**src/design/lkv_pkg.sv**
```systemverilog
// Shared types and constants for the LRU key-value cache.
`timescale 1ns / 1ps

package lkv_pkg;

  localparam int KEY_W       = 32;
  localparam int VAL_W       = 32;
  localparam int CAP_W       = 5;
  localparam logic [CAP_W-1:0] CAP_RESET = 5'd16;

  // Request queue between front and back.
  localparam int QUEUE_DEPTH = 2;
  localparam int QPTR_W      = 1;
  localparam int QCNT_W      = 2;

  typedef enum logic [0:0] {
    OP_GET = 1'b0,
    OP_PUT = 1'b1
  } op_e;

  typedef struct packed {
    op_e               op;
    logic [KEY_W-1:0]  key;
    logic [VAL_W-1:0]  value;
  } req_t;

endpackage

```
**src/design/lkv_ram.sv**
```systemverilog
// Generic single-write, single-read RAM with registered read data.
`timescale 1ns / 1ps

module lkv_ram #(
  parameter int WIDTH = 32,
  parameter int DEPTH = 16
) (
  input  logic                                  clk_i,
  input  logic                                  we_i,
  input  logic [((DEPTH > 1) ? $clog2(DEPTH) : 1)-1:0] waddr_i,
  input  logic [WIDTH-1:0]                      wdata_i,
  input  logic                                  re_i,
  input  logic [((DEPTH > 1) ? $clog2(DEPTH) : 1)-1:0] raddr_i,
  output logic [WIDTH-1:0]                      rdata_o
);

  logic [WIDTH-1:0] mem_q [DEPTH];
  logic [WIDTH-1:0] rdata_q;

  always_ff @(posedge clk_i) begin
    if (we_i) begin
      mem_q[waddr_i] <= wdata_i;
    end
    if (re_i) begin
      rdata_q <= mem_q[raddr_i];
    end
  end

  assign rdata_o = rdata_q;

endmodule

```
**src/design/lkv_front.sv**
```systemverilog
// Front end: accepts request items, decodes the kind and queues them.
`timescale 1ns / 1ps

module lkv_front (
  input  logic                          clk_i,
  input  logic                          rst_ni,
  input  logic                          in_valid_i,
  output logic                          in_ready_o,
  input  logic                          in_put_i,
  input  logic [lkv_pkg::KEY_W-1:0]     in_key_i,
  input  logic [lkv_pkg::VAL_W-1:0]     in_value_i,
  output logic                          req_valid_o,
  input  logic                          req_ready_i,
  output lkv_pkg::req_t                 req_o
);

  lkv_pkg::req_t                  slot_q [lkv_pkg::QUEUE_DEPTH];
  logic [lkv_pkg::QPTR_W-1:0]     wr_ptr_q, wr_ptr_d;
  logic [lkv_pkg::QPTR_W-1:0]     rd_ptr_q, rd_ptr_d;
  logic [lkv_pkg::QCNT_W-1:0]     count_q, count_d;
  lkv_pkg::req_t                  in_req;
  logic                           push, pop;

  always_comb begin
    in_req.op    = in_put_i ? lkv_pkg::OP_PUT : lkv_pkg::OP_GET;
    in_req.key   = in_key_i;
    in_req.value = in_value_i;
  end

  assign in_ready_o  = (count_q != lkv_pkg::QCNT_W'(lkv_pkg::QUEUE_DEPTH));
  assign req_valid_o = (count_q != '0);
  assign req_o       = slot_q[rd_ptr_q];
  assign push        = in_valid_i && in_ready_o;
  assign pop         = req_valid_o && req_ready_i;

  always_comb begin
    wr_ptr_d = push ? wr_ptr_q + lkv_pkg::QPTR_W'(1) : wr_ptr_q;
    rd_ptr_d = pop ? rd_ptr_q + lkv_pkg::QPTR_W'(1) : rd_ptr_q;
    count_d  = count_q;
    if (push && !pop) begin
      count_d = count_q + lkv_pkg::QCNT_W'(1);
    end else if (pop && !push) begin
      count_d = count_q - lkv_pkg::QCNT_W'(1);
    end
  end

  always_ff @(posedge clk_i or negedge rst_ni) begin
    if (!rst_ni) begin
      wr_ptr_q <= '0;
      rd_ptr_q <= '0;
      count_q  <= '0;
    end else begin
      wr_ptr_q <= wr_ptr_d;
      rd_ptr_q <= rd_ptr_d;
      count_q  <= count_d;
    end
  end

  always_ff @(posedge clk_i) begin
    if (push) begin
      slot_q[wr_ptr_q] <= in_req;
    end
  end

endmodule

```
**src/design/lkv_back.sv**
```systemverilog
// Back end: key compare, age-rank update, value RAM and result register.
`timescale 1ns / 1ps

module lkv_back #(
  parameter int MAX_ENTRIES = 16
) (
  input  logic                          clk_i,
  input  logic                          rst_ni,
  input  logic [lkv_pkg::CAP_W-1:0]     cap_i,
  input  logic                          req_valid_i,
  output logic                          req_ready_o,
  input  lkv_pkg::req_t                 req_i,
  output logic                          out_valid_o,
  input  logic                          out_ready_i,
  output logic                          out_hit_o,
  output logic [lkv_pkg::VAL_W-1:0]     out_read_value_o,
  output logic                          out_evicted_o,
  output logic [lkv_pkg::KEY_W-1:0]     out_evicted_key_o
);

  localparam int IW = (MAX_ENTRIES > 1) ? $clog2(MAX_ENTRIES) : 1;
  localparam int RW = IW;
  localparam int OW = $clog2(MAX_ENTRIES + 1);
  localparam int CW = (OW > lkv_pkg::CAP_W) ? OW : lkv_pkg::CAP_W;

  logic [lkv_pkg::KEY_W-1:0] key_q  [MAX_ENTRIES];
  logic [RW-1:0]             rank_q [MAX_ENTRIES];
  logic [RW-1:0]             rank_d [MAX_ENTRIES];
  logic [MAX_ENTRIES-1:0]    valid_q, valid_d;
  logic [OW-1:0]             occ_q, occ_d;

  logic [MAX_ENTRIES-1:0]    match_vec;
  logic                      hit;
  logic [IW-1:0]             match_idx, free_idx, victim_idx, slot_idx;
  logic [CW-1:0]             cap_x, eff_cap;
  logic                      full;
  logic                      fire, is_put, put_miss, do_promote, promote_all;
  logic [RW-1:0]             limit;

  // Result stage (waits for the RAM read) and output register.
  logic                      r_valid_q, r_hit_q, r_get_hit_q, r_ev_q;
  logic [lkv_pkg::KEY_W-1:0] r_evkey_q;
  logic                      r_adv;
  logic                      o_valid_q, o_hit_q, o_ev_q;
  logic [lkv_pkg::VAL_W-1:0] o_rval_q;
  logic [lkv_pkg::KEY_W-1:0] o_evkey_q;
  logic [lkv_pkg::VAL_W-1:0] ram_rdata;
  logic                      ram_we, ram_re;

  assign r_adv       = !o_valid_q || out_ready_i;
  assign req_ready_o = !r_valid_q || r_adv;
  assign fire        = req_valid_i && req_ready_o;
  assign is_put      = (req_i.op == lkv_pkg::OP_PUT);

  // Parallel key compare and slot selection.
  always_comb begin
    match_idx  = '0;
    free_idx   = '0;
    victim_idx = '0;
    for (int i = MAX_ENTRIES - 1; i >= 0; i--) begin
      match_vec[i] = valid_q[i] && (key_q[i] == req_i.key);
      if (match_vec[i]) begin
        match_idx = IW'(i);
      end
      if (!valid_q[i]) begin
        free_idx = IW'(i);
      end
      // Ranks of valid entries are distinct; the oldest sits at occupancy - 1.
      if (valid_q[i] && (OW'(rank_q[i]) == occ_q - OW'(1))) begin
        victim_idx = IW'(i);
      end
    end
    hit = |match_vec;
  end

  always_comb begin
    cap_x = CW'(cap_i);
    if (cap_x == '0) begin
      eff_cap = CW'(1);
    end else if (cap_x > CW'(MAX_ENTRIES)) begin
      eff_cap = CW'(MAX_ENTRIES);
    end else begin
      eff_cap = cap_x;
    end
    full = (CW'(occ_q) >= eff_cap);
  end

  assign put_miss    = fire && is_put && !hit;
  assign slot_idx    = hit ? match_idx : (full ? victim_idx : free_idx);
  assign do_promote  = fire && (hit || is_put);
  assign promote_all = !hit;
  assign limit       = rank_q[match_idx];

  always_comb begin
    valid_d = valid_q;
    occ_d   = occ_q;
    for (int i = 0; i < MAX_ENTRIES; i++) begin
      rank_d[i] = rank_q[i];
      if (do_promote) begin
        if (IW'(i) == slot_idx) begin
          rank_d[i] = '0;
        end else if (valid_q[i] && (promote_all || (rank_q[i] < limit))) begin
          rank_d[i] = rank_q[i] + RW'(1);
        end
      end
    end
    if (put_miss) begin
      valid_d[slot_idx] = 1'b1;
      // A full insert evicts one and adds one: occupancy holds.
      if (!full) begin
        occ_d = occ_q + OW'(1);
      end
    end
  end

  always_ff @(posedge clk_i or negedge rst_ni) begin
    if (!rst_ni) begin
      valid_q <= '0;
      occ_q   <= '0;
      for (int i = 0; i < MAX_ENTRIES; i++) begin
        rank_q[i] <= '0;
      end
    end else begin
      valid_q <= valid_d;
      occ_q   <= occ_d;
      for (int i = 0; i < MAX_ENTRIES; i++) begin
        rank_q[i] <= rank_d[i];
      end
    end
  end

  always_ff @(posedge clk_i) begin
    if (put_miss) begin
      key_q[slot_idx] <= req_i.key;
    end
  end

  assign ram_we = fire && is_put;
  assign ram_re = fire && !is_put && hit;

  lkv_ram #(
    .WIDTH (lkv_pkg::VAL_W),
    .DEPTH (MAX_ENTRIES)
  ) u_value_ram (
    .clk_i   (clk_i),
    .we_i    (ram_we),
    .waddr_i (slot_idx),
    .wdata_i (req_i.value),
    .re_i    (ram_re),
    .raddr_i (match_idx),
    .rdata_o (ram_rdata)
  );

  always_ff @(posedge clk_i or negedge rst_ni) begin
    if (!rst_ni) begin
      r_valid_q <= 1'b0;
      o_valid_q <= 1'b0;
    end else begin
      // Load on a new item, drain when the output register takes it, else hold.
      if (fire) begin
        r_valid_q <= 1'b1;
      end else if (r_adv) begin
        r_valid_q <= 1'b0;
      end
      if (r_valid_q && r_adv) begin
        o_valid_q <= 1'b1;
      end else if (out_ready_i) begin
        o_valid_q <= 1'b0;
      end
    end
  end

  always_ff @(posedge clk_i) begin
    if (fire) begin
      r_hit_q     <= hit;
      r_get_hit_q <= ram_re;
      r_ev_q      <= put_miss && full;
      r_evkey_q   <= (put_miss && full) ? key_q[victim_idx] : '0;
    end
    if (r_valid_q && r_adv) begin
      o_hit_q   <= r_hit_q;
      o_rval_q  <= r_get_hit_q ? ram_rdata : '0;
      o_ev_q    <= r_ev_q;
      o_evkey_q <= r_evkey_q;
    end
  end

  assign out_valid_o       = o_valid_q;
  assign out_hit_o         = o_hit_q;
  assign out_read_value_o  = o_rval_q;
  assign out_evicted_o     = o_ev_q;
  assign out_evicted_key_o = o_evkey_q;

endmodule

```
**src/design/lru_key_value_cache.sv**
```systemverilog
// Top level: LRU key-value cache with stream ports and a capacity register.
// Path: an accepted item passes the request queue, the compare-and-update
//   stage with the value RAM read, and the output register before its result is offered.
// Throughput: one item per cycle while the output is not stalled; the key compare and
//   age-rank update in the back end are combinational.
// Reset empties the cache at once (valid bits in flops, no clearing pass)
//   and sets the capacity register to 16.
`timescale 1ns / 1ps

module lru_key_value_cache #(
  parameter int MAX_ENTRIES = 16
) (
  input  logic        clk_i,
  input  logic        rst_ni,
  input  logic        cfg_we_i,
  input  logic [4:0]  cfg_wdata_i,        // capacity_in_use
  input  logic        s_axis_tvalid_i,
  output logic        s_axis_tready_o,
  input  logic [0:0]  s_axis_tuser_i,     // [0] req_type
  input  logic [63:0] s_axis_tdata_i,     // [31:0] key, [63:32] write_value
  output logic        m_axis_tvalid_o,
  input  logic        m_axis_tready_i,
  output logic [1:0]  m_axis_tuser_o,     // [0] hit, [1] evicted
  output logic [63:0] m_axis_tdata_o      // [31:0] read_value, [63:32] evicted_key
);

  logic [lkv_pkg::CAP_W-1:0] cap_q;
  logic                      req_valid, req_ready;
  lkv_pkg::req_t             req;
  logic                      out_hit, out_ev;
  logic [lkv_pkg::VAL_W-1:0] out_rval;
  logic [lkv_pkg::KEY_W-1:0] out_evkey;

  always_ff @(posedge clk_i or negedge rst_ni) begin
    if (!rst_ni) begin
      cap_q <= lkv_pkg::CAP_RESET;
    end else if (cfg_we_i) begin
      cap_q <= cfg_wdata_i;
    end
  end

  lkv_front u_front (
    .clk_i       (clk_i),
    .rst_ni      (rst_ni),
    .in_valid_i  (s_axis_tvalid_i),
    .in_ready_o  (s_axis_tready_o),
    .in_put_i    (s_axis_tuser_i[0]),
    .in_key_i    (s_axis_tdata_i[31:0]),
    .in_value_i  (s_axis_tdata_i[63:32]),
    .req_valid_o (req_valid),
    .req_ready_i (req_ready),
    .req_o       (req)
  );

  lkv_back #(
    .MAX_ENTRIES (MAX_ENTRIES)
  ) u_back (
    .clk_i             (clk_i),
    .rst_ni            (rst_ni),
    .cap_i             (cap_q),
    .req_valid_i       (req_valid),
    .req_ready_o       (req_ready),
    .req_i             (req),
    .out_valid_o       (m_axis_tvalid_o),
    .out_ready_i       (m_axis_tready_i),
    .out_hit_o         (out_hit),
    .out_read_value_o  (out_rval),
    .out_evicted_o     (out_ev),
    .out_evicted_key_o (out_evkey)
  );

  assign m_axis_tuser_o = {out_ev, out_hit};
  assign m_axis_tdata_o = {out_evkey, out_rval};

endmodule
```
**config.mk**
```make
export PLATFORM = sky130hd
export DESIGN_NAME = lru_key_value_cache
export DESIGN_NICKNAME = d
export VERILOG_FILES = /design/src/design/lkv_pkg.sv /design/src/design/lkv_ram.sv /design/src/design/lkv_front.sv /design/src/design/lkv_back.sv /design/src/design/lru_key_value_cache.sv
export SDC_FILE = /design/constraint.sdc
export NUM_CORES = 2
export LEC_CHECK = 0
export BUFFER_PORTS_ARGS = -buffer_cell sky130_fd_sc_hd__buf_2
export CORE_UTILIZATION = 51
export CTS_CLUSTER_DIAMETER = 120
export DETAILED_ROUTE_END_ITERATION = 10
export PLACE_DENSITY = 0.67
export SETUP_SLACK_MARGIN = 0.02
export SYNTH_ARGS = -nofsm -noshare
export SYNTH_HDL_FRONTEND = slang
export SYNTH_HIERARCHICAL = 1
export SYNTH_SLANG_ARGS = --single-unit
```
**constraint.sdc**
```tcl
create_clock -name clk_i -period 10.3 [get_ports clk_i]
set_input_delay 1.545 -clock clk_i [delete_from_list [all_inputs] [get_ports clk_i]]
set_output_delay 1.545 -clock clk_i [all_outputs]
set_load 0.05 [all_outputs]
```
======== After elaboration in Yosys (flattened, before gate mapping) ========
Memory sizes are Yosys's and may differ from the RTL's. A register that Yosys moved wholly into a read port is not among the register bits.
Index checks and enable logic that the tools add are counted.
operators by class
  add/sub/neg operators ................... 22
  $lt $le $gt $ge ......................... 21
  eq/ne operators ......................... 48
  muxes and demuxes ....................... 102
  bitwise operators ....................... 3
  reductions and logical operators ........ 126
operator list
  cell                                                        count
  equality test 32 bit                                        16
  2-to-1 mux 4 bit                                            84
  equality test 4 x 5 -> 1 bit                                16
  adder 4 x 1 -> 4 bit, second input constant                 16
  less-than comparator 4 bit                                  16
  logical AND 1 bit                                           60
  nonzero test 2 bit                                          20
  AND reduction 2 bit                                         17
  equality test 4 bit, first input constant                   8
  logical OR 1 bit                                            19
  binary-select mux 4 bit (select 4 bit)                      1
  equality test 3 x 4 -> 1 bit, first input constant          4
  bitwise OR 16 bit                                           1
  OR reduction 16 bit                                         1
  2-to-1 mux 1 bit                                            12
  2-to-1 mux 5 bit                                            2
  equality test 2 x 4 -> 1 bit, first input constant          2
  logical NOT 1 bit                                           7
  adder 5 x 1 -> 5 bit, second input constant                 1
  >= comparator 5 bit                                         1
  >= comparator 5 bit, second input constant                  1
  > comparator 5 bit, second input constant                   1
  logical NOT 5 bit                                           1
  less-than comparator 4 x 5 -> 1 bit, second input constant  1
  12 further kinds                                            14
storage, ports and cells
  flip-flop bits (word level) ............. 165
  RAM bits ................................ 1154
  bits of input ports ..................... 75
  output and inout port bits .............. 68
  logic and storage cells ................. 356
  memories ................................ 3
memories
  name                      words  width  read ports  clocked after Yosys merged registers in  write ports  line             source
  u_back.key_q              16     32     17          1                                        1            lkv_back.sv:26   logic [lkv_pkg::KEY_W-1:0] key_q [MAX_ENTRIES];
  u_back.u_value_ram.mem_q  16     32     1           1                                        1            lkv_ram.sv:17    logic [WIDTH-1:0] mem_q [DEPTH];
  u_front.slot_q            2      65     1           0                                        1            lkv_front.sv:17  lkv_pkg::req_t slot_q [lkv_pkg::QUEUE_DEPTH];

======== Logic depth before layout (Yosys ltp) ========
An unclocked memory read counts as a cell.
  word-level depth ........................ 28
  mapped depth ............................ 28
  mapped depth without buffers ............ 21

======== By module ========
Netlist, hierarchy kept.
modules (own cells, without submodules)
  module               instances  cells each  area an instance (µm²)  seq. area each (µm²)
  lkv_back             1          3711        40062.2                 20584.7
  lkv_ram              1          838         20155.6                 16335.7
  lkv_front            1          220         5046.1                  4003.8
  lru_key_value_cache  1          12          197.7                   126.4

======== Least setup slack after synthesis ========
No wires, ideal clock.
  path kind ............................... flip-flop to flip-flop
  start ................................... reg u_back.occ_q[0]
  end ..................................... mem u_back.u_value_ram.mem_q[0][0], enable pin
  setup time .............................. 0.461 ns
  data arrival time ....................... 6.116 ns
  data required time ...................... 9.839 ns
  setup slack ............................. 3.723 ns
  stages on the path, launching flop included .. 17
  path buffers ............................ 3
  cell sequence ........................... dfrtp_1 buf_2 buf_1 inv_1 ha_1 xor2_1 buf_4 xor2_1 or4_1 nand4_1 a31oi_1 nand2_1 nand3_1 nand3_1 inv_1 or3b_2 nor3_1
between the ends
  cells in the longest elaborated chain, start to end .. 21
ends and longest elaborated chain
  element                             line             source
  start: declaration                  lkv_back.sv:30   logic [OW-1:0] occ_q, occ_d;
  start signal: assignment            lkv_back.sv:119  occ_q <= '0;
  start signal: assignment            lkv_back.sv:125  occ_q <= occ_d;
  subtractor 5 x 1 -> 5 bit           lkv_back.sv:69   if (valid_q[i] && (OW'(rank_q[i]) == occ_q - OW'(1))) begin
  equality test 4 x 5 -> 1 bit        lkv_back.sv:69
  logical AND 1 bit                   lkv_back.sv:69
  2-to-1 mux 4 bit (16 in series)     lkv_back.sv:69
  2-to-1 mux 4 bit (*) (2 in series)  lkv_back.sv:89   assign slot_idx = hit ? match_idx : (full ? victim_idx : free_idx);
  via u_back.slot_idx[3]              lkv_back.sv:34   logic [IW-1:0] match_idx, free_idx, victim_idx, slot_idx;
  end: declaration                    lkv_ram.sv:17
The timed path passes the listed nets; every way through them passes the cells marked *.

==> run_results.csv <==
group,metric,value,unit
clocking,cts_buffers,149,
clocking,post_cts_buffers,0,
clocking,cts_buffer_depth,3,
clocking,htreeDepth,4,
hold_path,worstHoldStart,"u_back/r_evkey_q[29]",
synth,ys_types,84,
global_route,grt_pass1_wl,289300,µm
routing,routed_wl,201900,µm
synth,ys_ff_latch,1383,
routing,drt-initial-drc-count,5898,
setup_path,regToRegStartpoint,"u_front/rd_ptr_q",
setup_path,critical_path_buf_inv_count,1,
placement,post-dp-hpwl,130500,µm
die,fp.dieW,360.3,µm
outcome,status,"finished clean",
setup_path,cp.arrival,8.41,ns
sta,fmaxAchievable,124.3,MHz
synth,yosysSeqAreaShare,0.6271,
clocking,cts_root_buffer,"clkbuf_16",
setup_path,crit_fanout,37,
routing,wl_per_cell,30.21,µm
placement,portBuffers,142,
sta,tns,0,ns
routing,final_antenna_net_count,0,
synth,syn_area,65460,µm²
clocking,clk_pin_slew_worst_paths,0.06,ns
flow_run,drv_cap,0,
synth,synthArstFlopShare,0.06941,
die,rows,131,
hold_path,holdPathEnd,"u_back/out_evicted_key_o[29]",
cells_and_area,layout_commonest_cell,"edfxtp_1",
synth,syn_area_per_cell,13.69,µm²
routing,route.detailed.vias_per_inst,6.477,
sta,relSlewSlack,0.03336,
synth,yosys_warnings,6,
setup_path,slowest_stage,"a31o_1",
cells_and_area,nNetsFinal,5043,
routing,vias,43280,
clocking,cts_tree,"built",
hold_path,hp-class,"flip-flop to flip-flop",
global_route,overflow,0,
routing,detail_route.first_pass.iterations,6,
cells_and_area,area_growth,11.24,%
setup_path,crit_path_cell_trace,"buf_4 > mux2_2 > xor2_1 > nor4_1 > nand4_1 > nor4_1 > a211oi_2 > o221ai_1 > a31o_1 > o41a_1 > nand2_2 > or2_1 > or2_1 > nor2_4",
die,core_area,127500,µm²
sta,rsz0062_at_grt,"false",
setup_path,ff2ff_path_depth,14,
die,initial_utilization,0.5133,
die,die_y,360.3,µm
synth,synth_enable_flop_cells,1287,
setup_path,worstSetupStartpointType,"flip-flop",
global_route,grt.total_usage,0.3083,
setup_path,critPathMaxStageDelay,0.98,ns
setup_path,reg2reg_slack,2.25,ns
setup_path,cp_data_required_time,10.67,ns
setup_path,timing_worst_setup_path_type,"flip-flop to flip-flop",
sta,fin_crit_sh,0.7813,
global_route,antenna_found_initial,12,
clocking,hold_buffers,0,
setup_path,cp_top_family,"simple AND/OR/NAND/NOR gates",
sta,hold_viol,0,
sta,slew_violations,0,
die,num_io_pins,143,
cells_and_area,post_route_cells_drive_above_1_share,0.1481,
placement,place.gp.congestion,0.9855,
synth,ys.flop_type,"edfxtp_1",
synth,syn_inst,4781,
setup_path,crit_path_end_kind,"flip-flop",
synth,syn_nets,4928,
sta,period_minus_slack,8.047,ns
clocking,clkLatencyLatePin,0.80,ns
sta,fin_skew,0.04814,ns
global_route,grt_max_degree,179,
clocking,ctsResizeCount,0,
routing,drc,0,
global_route,grt_pass1_vias,41260,
setup_path,r2r_end,"u_back/key_q[4][27]",
die,dieArea,129800,µm²
clocking,clock-sinks,1383,
sta,finalSetupViolations,0,
cells_and_area,final_cell_mix,"edfxtp_1, nand2_1, xor2_1, nor4_1, clkbuf_16",
hold_path,hold_depth,0,
sta,tightestPinTransition,1.440,ns
flip-flops by register name (all words and copies together) (netlist names), 2 cells and up:
signal,count
u_front/count_q,2
u_back/r_evkey_q,32
u_back/key_q,512
u_back/out_evicted_key_o,32
u_back/occ_q,5
u_back/valid_q,16
u_front/slot_q,130
u_back/rank_q,64
cap_q,5
u_back/u_value_ram/mem_q,512
u_back/u_value_ram/rdata_o,32
u_back/out_read_value_o,32
metal layers:
metal  GRT usage  wire, µm  share of wire  vias to the layer above
met5           0        69        0.00034                        -
met2      0.4778     92490           0.46                     2326
met4      0.1249      8575          0.042                       10
met1      0.4308     82140           0.41                    21980
li1            -         -              -                    18580
met3     0.05665     18590          0.092                      381
how the worst max path moves through the flow:
stage                           from                              to  depth (start not counted)
floorplan            u_back/occ_q[0]  u_back/u_value_ram/mem_q[0][0]                         16
global placement    u_front/rd_ptr_q             u_back/key_q[4][16]                         14
detailed placement  u_front/rd_ptr_q             u_back/key_q[4][11]                         14
CTS                 u_front/rd_ptr_q              u_back/key_q[4][8]                         14
global route        u_front/rd_ptr_q               u_back/rank_q[14]                         23
finish              u_front/rd_ptr_q             u_back/key_q[4][27]                         14
cell type report:
cell class / count / area, µm²
Tap cell: 1662 / 2079
Clock buffer: 181 / 3880
Fill cell: 10160 / 54700
Inverter: 39 / 146.4
Timing Repair Buffer: 242 / 1551
Antenna cell: 4 / 10.01
Clock inverter: 90 / 994.7
Sequential cell: 1383 / 41050
Multi-Input combinational cell: 3081 / 23100
cells by family after synthesis:
family                   synth area share
AO/OA/AOI/OAI                     0.06550
adder cells (fa/ha/maj)           0.01376
XOR/XNOR                          0.08031
flip-flops                         0.6271
buffers and inverters             0.02577
AND/OR/NAND/NOR                    0.1223
multiplexers                      0.06529
worst register-to-register path: cells and delay by family, from the launching register on:
kind                   cells  cell delay [ns]
AO/OA/AOI/OAI              4             1.77
flip-flops                 1             0.88
XOR/XNOR                   1             0.25
buffers and inverters      1             0.47
multiplexers               1             0.88
AND/OR/NAND/NOR            7             3.34
metrics by stage:
stage / area, µm² / util / hold slack [ns] / cells / setup WS, ns
5_1_grt: 72810 / 0.5710 / 0.4175 / 6679 / 2.043
3_5_place_dp: 67930 / 0.5327 / 0.4045 / 6407 / 2.418
6_report: 72820 / 0.5710 / 0.4168 / 6682 / 2.253
4_1_cts: 72810 / 0.5710 / 0.4142 / 6678 / 2.409
3_3_place_gp: 67930 / 0.5327 / 0.4002 / 6407 / 2.545
2_1_floorplan: 65460 / - / 0.4003 / 4781 / 3.723
Yosys cell counts (39+ instances only):
| library cell | number | area (µm²) |
|---|---|---|
| xor2_1 | 442 | 3871 |
| mux4_2 | 128 | 2883 |
| a31oi_1 | 45 | 281.5 |
| nor2_1 | 100 | 375.4 |
| a21oi_1 | 89 | 445.4 |
| mux2_2 | 40 | 450.4 |
| nor3_1 | 49 | 245.2 |
| a22oi_1 | 68 | 510.5 |
| and3_1 | 128 | 800.8 |
| o21ai_0 | 79 | 395.4 |
| a211oi_1 | 50 | 375.4 |
| nor4_1 | 187 | 1170 |
| nand2b_1 | 39 | 244.0 |
| inv_1 | 39 | 146.4 |
| mux2_4 | 40 | 600.6 |
| nand2_1 | 663 | 2489 |
| buf_6 | 45 | 506.7 |
| clkbuf_1 | 137 | 514.2 |
| xnor2_1 | 130 | 1139 |
| dfrtp_1 | 95 | 2377 |
| edfxtp_1 | 1287 | 38650 |
| ha_1 | 72 | 900.9 |
| nand3_1 | 137 | 685.7 |
| a311oi_1 | 98 | 858.3 |
| nand4_1 | 83 | 519.3 |
| and2_1 | 48 | 300.3 |
Power is left out: the tool's default activity adds up to more than one toggle a clock period on the data nets, which glitch-free logic cannot reach.
